**src/hw/rtl/mhead_pkg.sv**
```systemverilog
// ----------------------------------------------------------------------------
// mhead_pkg
// shared constants, payload types and arctangent table for the heading core
// ----------------------------------------------------------------------------
package mhead_pkg;

    localparam int CORDIC_STEPS    = 16;
    localparam int ANGLE_FRAC_BITS = 6;
    localparam int TABLE_LEN       = 24;
    localparam int TABLE_FRAC      = 24;
    localparam int NSTEPS          = (CORDIC_STEPS < TABLE_LEN) ? CORDIC_STEPS : TABLE_LEN;
    localparam int UNIT_LOG2       = 6 + ANGLE_FRAC_BITS;
    localparam int TABLE_SHIFT     = TABLE_FRAC - UNIT_LOG2;

    localparam int RAW_W  = 16;
    localparam int DIFF_W = 17;
    localparam int GAIN_W = 24;
    localparam int DECL_W = 15;
    localparam int HEAD_W = 15;
    localparam int PW     = 41;
    localparam int XW     = PW + 2;
    localparam int ZW     = UNIT_LOG2 + 11;
    localparam int HW     = UNIT_LOG2 + 9;

    localparam int OUT_FULL = 23040;

    localparam int MQ_AW    = 2;
    localparam int MQ_DEPTH = 1 << MQ_AW;
    localparam int OQ_AW    = 2;
    localparam int OQ_DEPTH = 1 << OQ_AW;

    localparam int CFG_IDX_W  = 3;
    localparam int CFG_DATA_W = 24;

    localparam logic [CFG_IDX_W-1:0] REG_OFFSET_X    = 3'd0;
    localparam logic [CFG_IDX_W-1:0] REG_OFFSET_Y    = 3'd1;
    localparam logic [CFG_IDX_W-1:0] REG_GAIN_X      = 3'd2;
    localparam logic [CFG_IDX_W-1:0] REG_GAIN_Y      = 3'd3;
    localparam logic [CFG_IDX_W-1:0] REG_DECLINATION = 3'd4;

    localparam logic signed [RAW_W-1:0]  RST_OFFSET_X    = -16'sd159;
    localparam logic signed [RAW_W-1:0]  RST_OFFSET_Y    = 16'sd254;
    localparam logic [GAIN_W-1:0]        RST_GAIN_X      = 24'd12405;
    localparam logic [GAIN_W-1:0]        RST_GAIN_Y      = 24'd11940;
    localparam logic signed [DECL_W-1:0] RST_DECLINATION = 15'sd249;

    localparam logic signed [ZW-1:0] QUARTER_TURN = ZW'(90 << UNIT_LOG2);
    localparam logic signed [ZW-1:0] HALF_TURN    = ZW'(180 << UNIT_LOG2);
    localparam logic signed [ZW-1:0] THREE_QUARTER = ZW'(270 << UNIT_LOG2);
    localparam logic signed [ZW-1:0] FULL_TURN    = ZW'(360 << UNIT_LOG2);

    typedef struct packed {
        logic                 bypass;
        logic signed [XW-1:0] x;
        logic signed [XW-1:0] y;
        logic signed [ZW-1:0] z;
    } t_mid;

    typedef struct packed {
        logic full;
        logic empty;
    } t_qstat;

    // atan(2^-i) in degrees, rounded half up to the angle unit
    function automatic logic signed [ZW-1:0] atan_unit(input int idx);
        logic [31:0] v;
        case (idx)
            0:  v = 32'd754974720;
            1:  v = 32'd445687602;
            2:  v = 32'd235489088;
            3:  v = 32'd119537938;
            4:  v = 32'd60000934;
            5:  v = 32'd30029717;
            6:  v = 32'd15018523;
            7:  v = 32'd7509720;
            8:  v = 32'd3754917;
            9:  v = 32'd1877466;
            10: v = 32'd938734;
            11: v = 32'd469371;
            12: v = 32'd234685;
            13: v = 32'd117343;
            14: v = 32'd58671;
            15: v = 32'd29336;
            16: v = 32'd14668;
            17: v = 32'd7334;
            18: v = 32'd3667;
            19: v = 32'd1833;
            20: v = 32'd917;
            21: v = 32'd458;
            22: v = 32'd229;
            23: v = 32'd115;
            default: v = 32'd0;
        endcase
        return ZW'((v + (32'd1 << (TABLE_SHIFT - 1))) >> TABLE_SHIFT);
    endfunction

endpackage

```
**src/hw/rtl/mhead_queue.sv**
```systemverilog
// ----------------------------------------------------------------------------
// mhead_queue
// short queue between the front and the cordic back end
// ----------------------------------------------------------------------------
module mhead_queue (
    input  logic               i_clk,
    input  logic               i_rst_n,
    input  logic               i_wr,
    input  mhead_pkg::t_mid    i_wdata,
    input  logic               i_rd,
    output mhead_pkg::t_mid    o_rdata,
    output mhead_pkg::t_qstat  o_stat
);
    import mhead_pkg::*;

    logic [MQ_AW-1:0] r_wptr;
    logic [MQ_AW-1:0] r_rptr;
    logic [MQ_AW:0]   r_cnt;
    t_mid             r_mem [MQ_DEPTH];

    always_ff @(posedge i_clk) begin
        if (!i_rst_n) begin
            r_wptr <= '0;
            r_rptr <= '0;
            r_cnt  <= '0;
        end else begin
            if (i_wr) begin
                r_wptr <= r_wptr + 1'b1;
            end
            if (i_rd) begin
                r_rptr <= r_rptr + 1'b1;
            end
            case ({i_wr, i_rd})
                2'b10:   r_cnt <= r_cnt + 1'b1;
                2'b01:   r_cnt <= r_cnt - 1'b1;
                default: r_cnt <= r_cnt;
            endcase
        end
    end

    always_ff @(posedge i_clk) begin
        if (i_wr) begin
            r_mem[r_wptr] <= i_wdata;
        end
    end

    assign o_rdata      = r_mem[r_rptr];
    assign o_stat.full  = (r_cnt == (MQ_AW + 1)'(MQ_DEPTH));
    assign o_stat.empty = (r_cnt == '0);

endmodule

```
**config.mk**
```make
export PLATFORM = sky130hd
export DESIGN_NAME = mhead_queue
export DESIGN_NICKNAME = d
export VERILOG_FILES = /design/src/hw/rtl/mhead_pkg.sv /design/src/hw/rtl/mhead_queue.sv
export SDC_FILE = /design/constraint.sdc
export NUM_CORES = 1
export LEC_CHECK = 0
export ABC_AREA = 1
export BUFFER_PORTS_ARGS = -buffer_cell sky130_fd_sc_hd__buf_2
export CAP_MARGIN = 25
export CORE_MARGIN = 5
export CORE_UTILIZATION = 35
export CTS_BUF_LIST = sky130_fd_sc_hd__clkbuf_4 sky130_fd_sc_hd__clkbuf_8
export CTS_CLUSTER_SIZE = 25
export DETAILED_ROUTE_END_ITERATION = 6
export PLACE_DENSITY = 0.62
export SLEW_MARGIN = 15
export SYNTH_ARGS = -nofsm -noshare
export SYNTH_HDL_FRONTEND = slang
export SYNTH_SLANG_ARGS = --single-unit
```
**constraint.sdc**
```tcl
create_clock -name i_clk -period 6.1 [get_ports i_clk]
set_clock_uncertainty 0.15 [all_clocks]
set_input_delay 0.61 -clock i_clk [delete_from_list [all_inputs] [get_ports i_clk]]
set_output_delay 0.61 -clock i_clk [all_outputs]
set_load 0.01 [all_outputs]
```
==> results.md <==
- Htree depth: 3
- Global-route wire length before repair: between 60 and 70 mm
- Clk slew on worst S/H paths: 0.06 ns
- Class of the worst hold path: primary input to register
- # rows: 81
- Final setup TNS: 0 ns
- Register area: 13400 um2
- Top_reg_cell synth: edfxtp_1
- IO Pins: 226
- Clock Latency Late Sink: 0.63 ns
- Reg-to-reg startpoint: r_wptr[0]
- Synth top area cells: edfxtp_1 77%, nor2_1 4.5%, o21ai_0 4.0%
- Tmin final: 4.065 ns
- Worst rel slew slack: 0.3835
- DRT Pass-1 Iters: 5
- Initial DRC count: approximately 570
- # DRC: 0
- Leakage: 7.342 nW
- Area share of the largest cell type after synthesis: 0.7727
- Startpoint Class: register
- Top cells by count, synth: 440 x edfxtp_1, 203 x nor2_1, 136 x o21ai_0
- Data required time of the worst path: 5.34 ns
- Yosys warning count: 0
- Area Growth Syn to Fin: 23.17%
- Clk sinks: 449
- Netlist Area Pre-Place: 17100 um2
- Final core area utilization: 0.4330
- Fillers: 4340
- Status: complete, no violations
- Post-synth ARST share: 0
- CTS Buf Count: 75
- Layout Cells excl Fill: 2144
- Vias per Instance: 4.908
- CP endpoint kind: output port
- HPWL Detailed: 21.67 mm
- Number of global-route vias before repair: 10.79k
- Crit path max fanout: 116
- Die ar.: around 53000 um2
- Worst vdd ir: between 200 and 250 uV
- Setup violators final: 0
- Most common cell in the netlist: edfxtp_1
- Final wirelength: about 40 mm
- Layout cells sized above 1: 0.2617
- Final Slew Violations: 0
- Port bufs: 225
- Crit share post-route: 0.6664
- Placed Area: 18590 um2
- Multi-input logic area: 3094 um2
- Hold Slack: about 0.067 ns
- Synthesis-stage register bit count: 449
- Clock Tree Buf Depth: 3
- CTS tree: done
- Antenna violations before repair: 3
- Initial Util: 0.3515
- Routability cong.: 0.7281
- Clock Tree Root: clkbuf_8
- Max Freq: ~250 MHz
- Worst EP arrival: 3.31 ns
- Cell taking the most area after synthesis: edfxtp_1
- Vias: roughly 11k
- Core Area: 48650 um2
- Largest net degree at the start of global routing: 117
- Cell Pwr Density: approximately 320 nW/um2
- Hold Crit Start: i_wdata[92]
- Die Ht: 231.0 um
- Layout Nets: 1593
- Remaining antenna violation count: 0
- Grt ovf: 0
- Syn avg cell area: 15.25 um2
- Post-route cell area: 21060 um2
- Sequential-to-total area share from yosys stat: 0.7832
- GRT Total Usage: 0.1479
- Placed cell count: approximately 1.9k
- Maxcap violations: 0
- Hold Fails Final Rpt: 0
- Syn Nets: 1241
- Horiz. Die Dim: 231.0 um
- Resized Gates After CTS: 0
- Synth Instances: approximately 1.1k
- Wirelength per Cell: 18.67 um
- Post-synth EDFFs: 440
- Critical path class: register to output port
- Synth unique cells: 23
- Tightest Pin Transition: 0.9248 ns
- RSZ-0062 raised after global routing: no
## what timing repair did
item / in CTS / in global routing
hold buffers: 107 / 0
buffers inserted: 0 / 0
endpoints found under the setup margin: 0 / 0
hold endpoints to repair: 418 / 0
## metal layers
layer | GRT usage | vias up | part of all wire
met2 | 0.2367 | 280 | 0.47
li1 | - | 4958 | -
met1 | 0.1967 | 5215 | 0.45
met4 | 0.04866 | 4 | 0.020
met5 | 0 | - | 0.00077
met3 | 0.04128 | 65 | 0.062
## final timing paths
kind | to | slack (ns) | cells past startpoint
hold reg to reg | register | 0.37 | 1
setup / recovery | o_rdata[7] | 2.03 | 5
setup reg to reg | r_mem[0][65] | 3.61 | 5
hold / removal | r_mem[1][92] | 0.07 | 1
## state kept, by name (all words and copies together), names as in the netlist, named ones only
| register | flops |
|---|---|
| r_cnt | 3 |
| r_rptr | 2 |
| r_wptr | 2 |
| r_mem | 440 |
## cells by family after synthesis
kind of cell | share of synthesized area
and+or+nand+nor | 0.06095
DFF | 0.7832
adders and majority gates | 0.004829
buffers and inverters | 0.03585
AOI/OAI and AO/OA | 0.1152
## placed cells by master (no fill, tap or decap), types with 9 or more instances in the layout
cell type,netlist,routed
edfxtp_1,440,440
buf_2,20,225
nor2_1,203,203
o21ai_0,136,136
dlygate4sd3_1,0,107
o21ai_1,90,90
o22ai_1,90,90
clkbuf_8,0,81
nor2_4,20,20
o22ai_2,20,20
clkbuf_4,0,20
clkinv_1,0,15
buf_4,9,14
inv_1,15,11
nand2_1,9,9
## critical path: stages (launching register included)
cell and delay, ns:
dfxtp_4 0.58, inv_8 0.68, buf_4 0.75, o21ai_0 0.21
o22ai_2 0.18, buf_2 0.17
## where the power goes
group | switching, W | internal, W | total (W)
sequential | 0.0000462 | 0.00353 | 0.00358
clock | 0.00114 | 0.00134 | 0.00248
combinational | 0.000423 | 0.000244 | 0.000667
total | 0.00161 | 0.00511 | 0.00672
## metrics by stage
step / setup WS (ns) / power (W)
after global placement: 2.642 / 0.004243
after floorplan: 2.721 / 0.004005
final: 2.035 / 0.006721
after global routing: 1.757 / 0.007035
after CTS: 1.846 / 0.006812
after detailed placement: 2.574 / 0.004257
## area by class of cell
| class | count | share of cell area |
|---|---|---|
| well taps | 622 | 0.03695 |
| repair buffers | 347 | 0.1103 |
| multi-input cells | 583 | 0.1469 |
| clock inverters | 24 | 0.005584 |
| clock buffers | 101 | 0.06006 |
| diodes | 1 | 0.0001188 |
| flip-flops and latches | 449 | 0.6362 |
| inverters | 17 | 0.003921 |
(Power assumes the default switching activity.)
