<file path="src/hw/rtl/mhead_pkg.sv">
// ----------------------------------------------------------------------------
// mhead_pkg
// shared constants, payload types and arctangent table for the heading core
// ----------------------------------------------------------------------------
package mhead_pkg;

    localparam int CORDIC_STEPS    = 16;
    localparam int ANGLE_FRAC_BITS = 6;
    localparam int TABLE_LEN       = 24;
    localparam int TABLE_FRAC      = 24;
    localparam int NSTEPS          = (CORDIC_STEPS < TABLE_LEN) ? CORDIC_STEPS : TABLE_LEN;
    localparam int UNIT_LOG2       = 6 + ANGLE_FRAC_BITS;
    localparam int TABLE_SHIFT     = TABLE_FRAC - UNIT_LOG2;

    localparam int RAW_W  = 16;
    localparam int DIFF_W = 17;
    localparam int GAIN_W = 24;
    localparam int DECL_W = 15;
    localparam int HEAD_W = 15;
    localparam int PW     = 41;
    localparam int XW     = PW + 2;
    localparam int ZW     = UNIT_LOG2 + 11;
    localparam int HW     = UNIT_LOG2 + 9;

    localparam int OUT_FULL = 23040;

    localparam int MQ_AW    = 2;
    localparam int MQ_DEPTH = 1 << MQ_AW;
    localparam int OQ_AW    = 2;
    localparam int OQ_DEPTH = 1 << OQ_AW;

    localparam int CFG_IDX_W  = 3;
    localparam int CFG_DATA_W = 24;

    localparam logic [CFG_IDX_W-1:0] REG_OFFSET_X    = 3'd0;
    localparam logic [CFG_IDX_W-1:0] REG_OFFSET_Y    = 3'd1;
    localparam logic [CFG_IDX_W-1:0] REG_GAIN_X      = 3'd2;
    localparam logic [CFG_IDX_W-1:0] REG_GAIN_Y      = 3'd3;
    localparam logic [CFG_IDX_W-1:0] REG_DECLINATION = 3'd4;

    localparam logic signed [RAW_W-1:0]  RST_OFFSET_X    = -16'sd159;
    localparam logic signed [RAW_W-1:0]  RST_OFFSET_Y    = 16'sd254;
    localparam logic [GAIN_W-1:0]        RST_GAIN_X      = 24'd12405;
    localparam logic [GAIN_W-1:0]        RST_GAIN_Y      = 24'd11940;
    localparam logic signed [DECL_W-1:0] RST_DECLINATION = 15'sd249;

    localparam logic signed [ZW-1:0] QUARTER_TURN = ZW'(90 << UNIT_LOG2);
    localparam logic signed [ZW-1:0] HALF_TURN    = ZW'(180 << UNIT_LOG2);
    localparam logic signed [ZW-1:0] THREE_QUARTER = ZW'(270 << UNIT_LOG2);
    localparam logic signed [ZW-1:0] FULL_TURN    = ZW'(360 << UNIT_LOG2);

    typedef struct packed {
        logic                 bypass;
        logic signed [XW-1:0] x;
        logic signed [XW-1:0] y;
        logic signed [ZW-1:0] z;
    } t_mid;

    typedef struct packed {
        logic full;
        logic empty;
    } t_qstat;

    // atan(2^-i) in degrees, rounded half up to the angle unit
    function automatic logic signed [ZW-1:0] atan_unit(input int idx);
        logic [31:0] v;
        case (idx)
            0:  v = 32'd754974720;
            1:  v = 32'd445687602;
            2:  v = 32'd235489088;
            3:  v = 32'd119537938;
            4:  v = 32'd60000934;
            5:  v = 32'd30029717;
            6:  v = 32'd15018523;
            7:  v = 32'd7509720;
            8:  v = 32'd3754917;
            9:  v = 32'd1877466;
            10: v = 32'd938734;
            11: v = 32'd469371;
            12: v = 32'd234685;
            13: v = 32'd117343;
            14: v = 32'd58671;
            15: v = 32'd29336;
            16: v = 32'd14668;
            17: v = 32'd7334;
            18: v = 32'd3667;
            19: v = 32'd1833;
            20: v = 32'd917;
            21: v = 32'd458;
            22: v = 32'd229;
            23: v = 32'd115;
            default: v = 32'd0;
        endcase
        return ZW'((v + (32'd1 << (TABLE_SHIFT - 1))) >> TABLE_SHIFT);
    endfunction

endpackage

</file>
<file path="src/hw/rtl/mhead_front.sv">
// ----------------------------------------------------------------------------
// mhead_front
// offset removal, gain multiply and quadrant / axis classification
// ----------------------------------------------------------------------------
module mhead_front (
    input  logic                                  i_clk,
    input  logic                                  i_rst_n,
    input  logic                                  i_push,
    input  logic signed [mhead_pkg::RAW_W-1:0]    i_raw_x,
    input  logic signed [mhead_pkg::RAW_W-1:0]    i_raw_y,
    input  logic signed [mhead_pkg::RAW_W-1:0]    i_offset_x,
    input  logic signed [mhead_pkg::RAW_W-1:0]    i_offset_y,
    input  logic [mhead_pkg::GAIN_W-1:0]          i_gain_x,
    input  logic [mhead_pkg::GAIN_W-1:0]          i_gain_y,
    input  mhead_pkg::t_qstat                     i_qstat,
    output logic                                  o_ready,
    output logic                                  o_qwr,
    output mhead_pkg::t_mid                       o_qdata
);
    import mhead_pkg::*;

    logic                     r_av;
    logic signed [DIFF_W-1:0] r_dx;
    logic signed [DIFF_W-1:0] r_dy;
    logic                     r_bv;
    logic signed [PW-1:0]     r_px;
    logic signed [PW-1:0]     r_py;

    logic                     w_adv;
    logic signed [GAIN_W:0]   w_gx;
    logic signed [GAIN_W:0]   w_gy;
    logic signed [PW:0]       w_mx;
    logic signed [PW:0]       w_my;
    logic signed [XW-1:0]     w_xe;
    logic signed [XW-1:0]     w_ye;

    assign w_adv   = !r_bv || !i_qstat.full;
    assign o_ready = w_adv;
    assign o_qwr   = r_bv && w_adv;

    assign w_gx = $signed({1'b0, i_gain_x});
    assign w_gy = $signed({1'b0, i_gain_y});
    assign w_mx = r_dx * w_gx;
    assign w_my = r_dy * w_gy;

    always_ff @(posedge i_clk) begin
        if (!i_rst_n) begin
            r_av <= 1'b0;
            r_bv <= 1'b0;
        end else if (w_adv) begin
            r_av <= i_push;
            r_bv <= r_av;
        end
    end

    always_ff @(posedge i_clk) begin
        if (w_adv) begin
            r_dx <= DIFF_W'(i_raw_x) - DIFF_W'(i_offset_x);
            r_dy <= DIFF_W'(i_raw_y) - DIFF_W'(i_offset_y);
            r_px <= w_mx[PW-1:0];
            r_py <= w_my[PW-1:0];
        end
    end

    assign w_xe = XW'(r_px);
    assign w_ye = XW'(r_py);

    // left half plane is folded over by negating both axes
    always_comb begin
        o_qdata = '0;
        if (r_py == '0) begin
            o_qdata.bypass = 1'b1;
            o_qdata.z      = r_px[PW-1] ? HALF_TURN : '0;
        end else if (r_px == '0) begin
            o_qdata.bypass = 1'b1;
            o_qdata.z      = r_py[PW-1] ? THREE_QUARTER : QUARTER_TURN;
        end else begin
            o_qdata.bypass = 1'b0;
            o_qdata.x      = r_px[PW-1] ? -w_xe : w_xe;
            o_qdata.y      = r_px[PW-1] ? -w_ye : w_ye;
            o_qdata.z      = r_px[PW-1] ? HALF_TURN : '0;
        end
    end

endmodule

</file>
<file path="config.mk">
export PLATFORM = sky130hd
export DESIGN_NAME = mhead_front
export DESIGN_NICKNAME = d
export VERILOG_FILES = /design/src/hw/rtl/mhead_pkg.sv /design/src/hw/rtl/mhead_front.sv
export SDC_FILE = /design/constraint.sdc
export NUM_CORES = 2
export LEC_CHECK = 0
export BUFFER_PORTS_ARGS = -buffer_cell sky130_fd_sc_hd__clkbuf_2
export CORE_ASPECT_RATIO = 2
export CORE_MARGIN = 4
export CORE_UTILIZATION = 65
export CTS_CLUSTER_DIAMETER = 30
export DETAILED_ROUTE_END_ITERATION = 7
export GPL_TIMING_DRIVEN = 0
export PLACE_DENSITY = 0.94
export SLEW_MARGIN = 20
export SYNTH_ARGS = -nofsm -noshare
export SYNTH_HDL_FRONTEND = slang
export SYNTH_SLANG_ARGS = --single-unit
</file>
<file path="constraint.sdc">
create_clock -name i_clk -period 11.1 [get_ports i_clk]
set_input_delay 2.22 -clock i_clk [delete_from_list [all_inputs] [get_ports i_clk]]
set_output_delay 2.22 -clock i_clk [all_outputs]
set_load 0.02 [all_outputs]
</file>
==> insert_results.sql <==
INSERT INTO impl_metrics (metric_group, metric, value, unit) VALUES
('critical_path', 'crit_path_top_delay_cell', 'sky130_fd_sc_hd__o41ai_1', ''),
('critical_path', 'critical_path.most_common_cell', 'sky130_fd_sc_hd__fa_1', ''),
('clock_network', 'postCtsSetupBuffers', '0', ''),
('critical_path', 'worst-path-buf-inv', '5', ''),
('min_path', 'holdPathStages', '2', ''),
('global_route', 'via_count_of_the_first_global_routing_pass', '31565', ''),
('sta', 'fmax', '100.2', 'MHz'),
('clock_network', 'cts-buffers-inserted', '17', ''),
('critical_path', 'timing.setup.critical_path_class', 'primary input to register', ''),
('critical_path', 'critical_path.startpoint_type', 'primary input', ''),
('clock_network', 'cts.sink_count', '118', ''),
('synth', 'synth_warnings', '0', ''),
('drt', 'route.detailed.wl_per_inst', '25.17', 'um'),
('clock_network', 'clk_path_buf_depth', '2', ''),
('sta', 'finalHoldViolations', '0', ''),
('sta', 'slew_at_the_pin_closest_to_its_max_slew_limit', '1.099', 'ns'),
('synth', 'synthCells', '3781', ''),
('critical_path', 'reg2reg_to', 'r_py[38]', ''),
('sta', 'grt_setup_unrepaired', 'no', ''),
('floorplanning', 'core_region', '51820', 'um^2'),
('drt', 'ant_nets', '0', ''),
('clock_network', 'htree_levels', '4', ''),
('synth', 'ys_seq_elements', '118', ''),
('floorplanning', 'initial_core_util', '65.62', '%'),
('clock_network', 'cts.hold.buffers_added', '0', ''),
('min_path', 'hold_path_start', 'r_av', ''),
('outcome', 'outcome', 'completed', ''),
('drt', 'detail_route.drc_violations', '0', ''),
('synth', 'seq_area_frac_synth', '10.36', '%'),
('synth', 'syn_area', '34010', 'um^2'),
('clock_network', 'clockRootBuffer', 'sky130_fd_sc_hd__clkbuf_16', ''),
('critical_path', 'rr_worst_depth', '21', ''),
('sta', 'final_critical_path_setup_slack', '1.122', 'ns'),
('floorplanning', 'boundaryPins', '229', ''),
('synth', 'synthesized_area_divided_by_synthesized_cell_count', '8.994', 'um^2'),
('clock_network', 'insertion_delay', '0.45', 'ns'),
('place', 'placement.io_buffers', '210', ''),
('global_route', 'grt_max_degree', '58', ''),
('clock_network', 'cts.repair.resized', '0', ''),
('critical_path', 'worstPathCellList', 'clkbuf_2 -> clkbuf_1 -> nand2_1 -> fa_1 -> fa_1 -> fa_1 -> fa_1 -> inv_1 -> fa_1 -> inv_1 -> fa_1 -> inv_1 -> ha_1 -> nand3_1 -> a211oi_1 -> o41ai_1 -> o21ai_0 -> a31o_2 -> a221o_1 -> mux2_2 -> a211oi_1', ''),
('drt', 'vias_per_cell', '6.020', ''),
('drt', 'first_pass_iters', '8', ''),
('critical_path', 'arrival', '10.22', 'ns'),
('drt', 'drt_first_iter_violations', '2339', ''),
('final_layout', 'design.final.nets', '5113', ''),
('global_route', 'gr-usage-all-layers', '43.07', '%'),
('sta', 'slew_violations', '0', ''),
('sta', 'final-setup-viol-count', '0', ''),
('floorplanning', 'fp-row-count', '118', ''),
('sta', 'post-route-min-period', '9.978', 'ns'),
('critical_path', 'critPathTopFamily', 'adder cells', ''),
('critical_path', 'crit_path_end_kind', 'register', ''),
('min_path', 'hold-path-endpoint', 'r_bv', ''),
('synth', 'netlist_top_cells_area', 'sky130_fd_sc_hd__fa_1 39%, sky130_fd_sc_hd__ha_1 11%, sky130_fd_sc_hd__edfxtp_1 10%', ''),
('final_layout', 'areaGrowthSynthToFinish', '7.579', '%'),
('min_path', 'worstHoldPathType', 'register to register', ''),
('critical_path', 'r2r_slack', '2.31', 'ns'),
('drt', 'routed_wl', '118500', 'um'),
('place', 'detailed_placement_wirelength_estimate', '100700', 'um'),
('clock_network', 'tritoncts_clock_tree', 'built', ''),
('floorplanning', 'fp.dieW', '169.7', 'um'),
('sta', 'maxSlewHeadroom', '25.97', '%'),
('global_route', 'grt.overflow.total', '0', ''),
('drt', 'dr_total_vias', '28335', ''),
('synth', 'yosysTopAreaCell', 'sky130_fd_sc_hd__fa_1', ''),
('critical_path', 'crit_path_max_incr_delay', '0.86', 'ns'),
('floorplanning', 'chipHeight', '331.5', 'um'),
('critical_path', 'r2r_start', 'r_dy[5]', ''),
('sta', 'setup_total_negative_slack', '0', 'ns'),
('place', 'gp_congestion', '1.175', ''),
('global_route', 'grt_antenna_before_repair', '4', '');
[metrics by stage]
stage,utilization (%),std cells,hold WS (ns)
after floorplan,-,3797,0.4592
after global placement,69.36,4667,0.4727
after detailed placement,69.47,4669,0.4954
after CTS,70.57,4701,0.5080
after global routing,70.58,4704,0.5287
final,70.59,4707,0.4947
[logic make-up after synthesis]
kind of cell / Yosys count / synth area share, %
other cells: 1 / 0.01103
buf+inv: 1020 / 11.66
simple gates: 1157 / 16.76
xor+xnor: 175 / 4.507
compound gates: 338 / 6.387
mux: 4 / 0.1214
fa+ha+maj: 968 / 50.19
flops: 118 / 10.36
[cell type report]
cell class | count | area (um^2)
Antenna cell | 6 | 15.01
Timing Repair Buffer | 212 | 1099
Buffer | 171 | 779.5
Sequential cell | 118 | 3523
Tap cell | 660 | 825.8
Fill cell | 4041 | 15240
Clock buffer | 17 | 425.4
Inverter | 849 | 3187
Clock inverter | 15 | 145.1
Multi-Input combinational cell | 2659 | 26580
[worst max-delay path by stage]
stage / startpoint / end / slack (ns) / depth (start not counted)
finish: i_gain_y[8] / r_py[38] / 1.12 / 21
global route: i_gain_y[11] / r_py[40] / 1.04 / 21
CTS: i_gain_y[8] / r_py[38] / 1.38 / 21
detailed placement: i_gain_y[8] / r_py[38] / 0.93 / 21
global placement: i_gain_y[11] / r_py[38] / 0.96 / 21
floorplan: i_gain_y[10] / r_py[40] / 2.72 / 20
[cell usage in the layout (no fill, tap or decap), types with 7 or more instances in the layout]
cell type,count
sky130_fd_sc_hd__and2_1,370
sky130_fd_sc_hd__o21bai_1,15
sky130_fd_sc_hd__ha_1,308
sky130_fd_sc_hd__a211oi_1,13
sky130_fd_sc_hd__buf_4,20
sky130_fd_sc_hd__nand2b_1,28
sky130_fd_sc_hd__inv_1,849
sky130_fd_sc_hd__xnor2_1,74
sky130_fd_sc_hd__fa_1,660
sky130_fd_sc_hd__clkbuf_1,141
sky130_fd_sc_hd__a21o_1,39
sky130_fd_sc_hd__clkbuf_2,210
sky130_fd_sc_hd__o31ai_1,31
sky130_fd_sc_hd__conb_1,17
sky130_fd_sc_hd__nor2b_1,18
sky130_fd_sc_hd__and3_1,10
sky130_fd_sc_hd__nand4_1,14
sky130_fd_sc_hd__edfxtp_1,116
sky130_fd_sc_hd__nor2_1,154
sky130_fd_sc_hd__nor3_1,10
sky130_fd_sc_hd__or4_1,10
sky130_fd_sc_hd__clkbuf_16,17
sky130_fd_sc_hd__xor2_1,101
sky130_fd_sc_hd__nand3_1,19
sky130_fd_sc_hd__o41ai_1,12
sky130_fd_sc_hd__a31oi_1,10
sky130_fd_sc_hd__a21oi_1,90
sky130_fd_sc_hd__o21ai_0,75
sky130_fd_sc_hd__nand2_1,474
sky130_fd_sc_hd__or3_1,18
sky130_fd_sc_hd__buf_6,8
sky130_fd_sc_hd__or2_2,7
sky130_fd_sc_hd__o21a_1,12
[flip-flops by register name (all words and copies together) (netlist names)]
| name | count |
|---|---|
| r_av | 1 |
| r_bv | 1 |
| r_dx | 17 |
| r_dy | 17 |
| r_px | 41 |
| r_py | 41 |
[Yosys cell counts, drive strengths merged (15+ instances only)]
cell    instances
fa            660
a21o           39
inv           849
clkbuf        141
o31ai          31
edfxtp        116
a21oi          90
nand3          19
xor2          101
buf            30
nor2b          18
xnor2          74
o21ai          76
and2          370
nor2          154
o21bai         15
nand2         475
ha            308
or3            18
nand2b         28
[per-layer routing]
metal | global-route usage, % | share of wire [%] | wire length (um) | vias up
met4 | 45.29 | 14 | 16490 | 0
met5 | 0 | 0 | 0 | -
met1 | 39.51 | 28 | 33100 | 13918
li1 | - | - | - | 11923
met3 | 7.329 | 7.2 | 8557 | 771
met2 | 75.20 | 51 | 60310 | 1723
[worst reg2reg max path, cell delays in order (launching register included)]
cell                       delay, ns
sky130_fd_sc_hd__edfxtp_1       0.81
sky130_fd_sc_hd__clkbuf_1       0.71
sky130_fd_sc_hd__and2_1         0.26
sky130_fd_sc_hd__fa_1           0.41
sky130_fd_sc_hd__inv_1          0.15
sky130_fd_sc_hd__fa_1           0.49
sky130_fd_sc_hd__fa_1           0.53
sky130_fd_sc_hd__fa_1           0.57
sky130_fd_sc_hd__inv_1          0.05
sky130_fd_sc_hd__fa_1           0.50
sky130_fd_sc_hd__inv_1          0.06
sky130_fd_sc_hd__fa_1           0.49
sky130_fd_sc_hd__inv_1          0.05
sky130_fd_sc_hd__ha_1           0.33
sky130_fd_sc_hd__nand3_1        0.17
sky130_fd_sc_hd__a211oi_1       0.09
sky130_fd_sc_hd__o41ai_1        0.86
sky130_fd_sc_hd__o21ai_0        0.63
sky130_fd_sc_hd__a31o_2         0.46
sky130_fd_sc_hd__a221o_1        0.39
sky130_fd_sc_hd__mux2_2         0.29
sky130_fd_sc_hd__a211oi_1       0.30
Power is not shown: default switching activity piles up to over one toggle a cycle in this logic, so the estimate is an artifact.
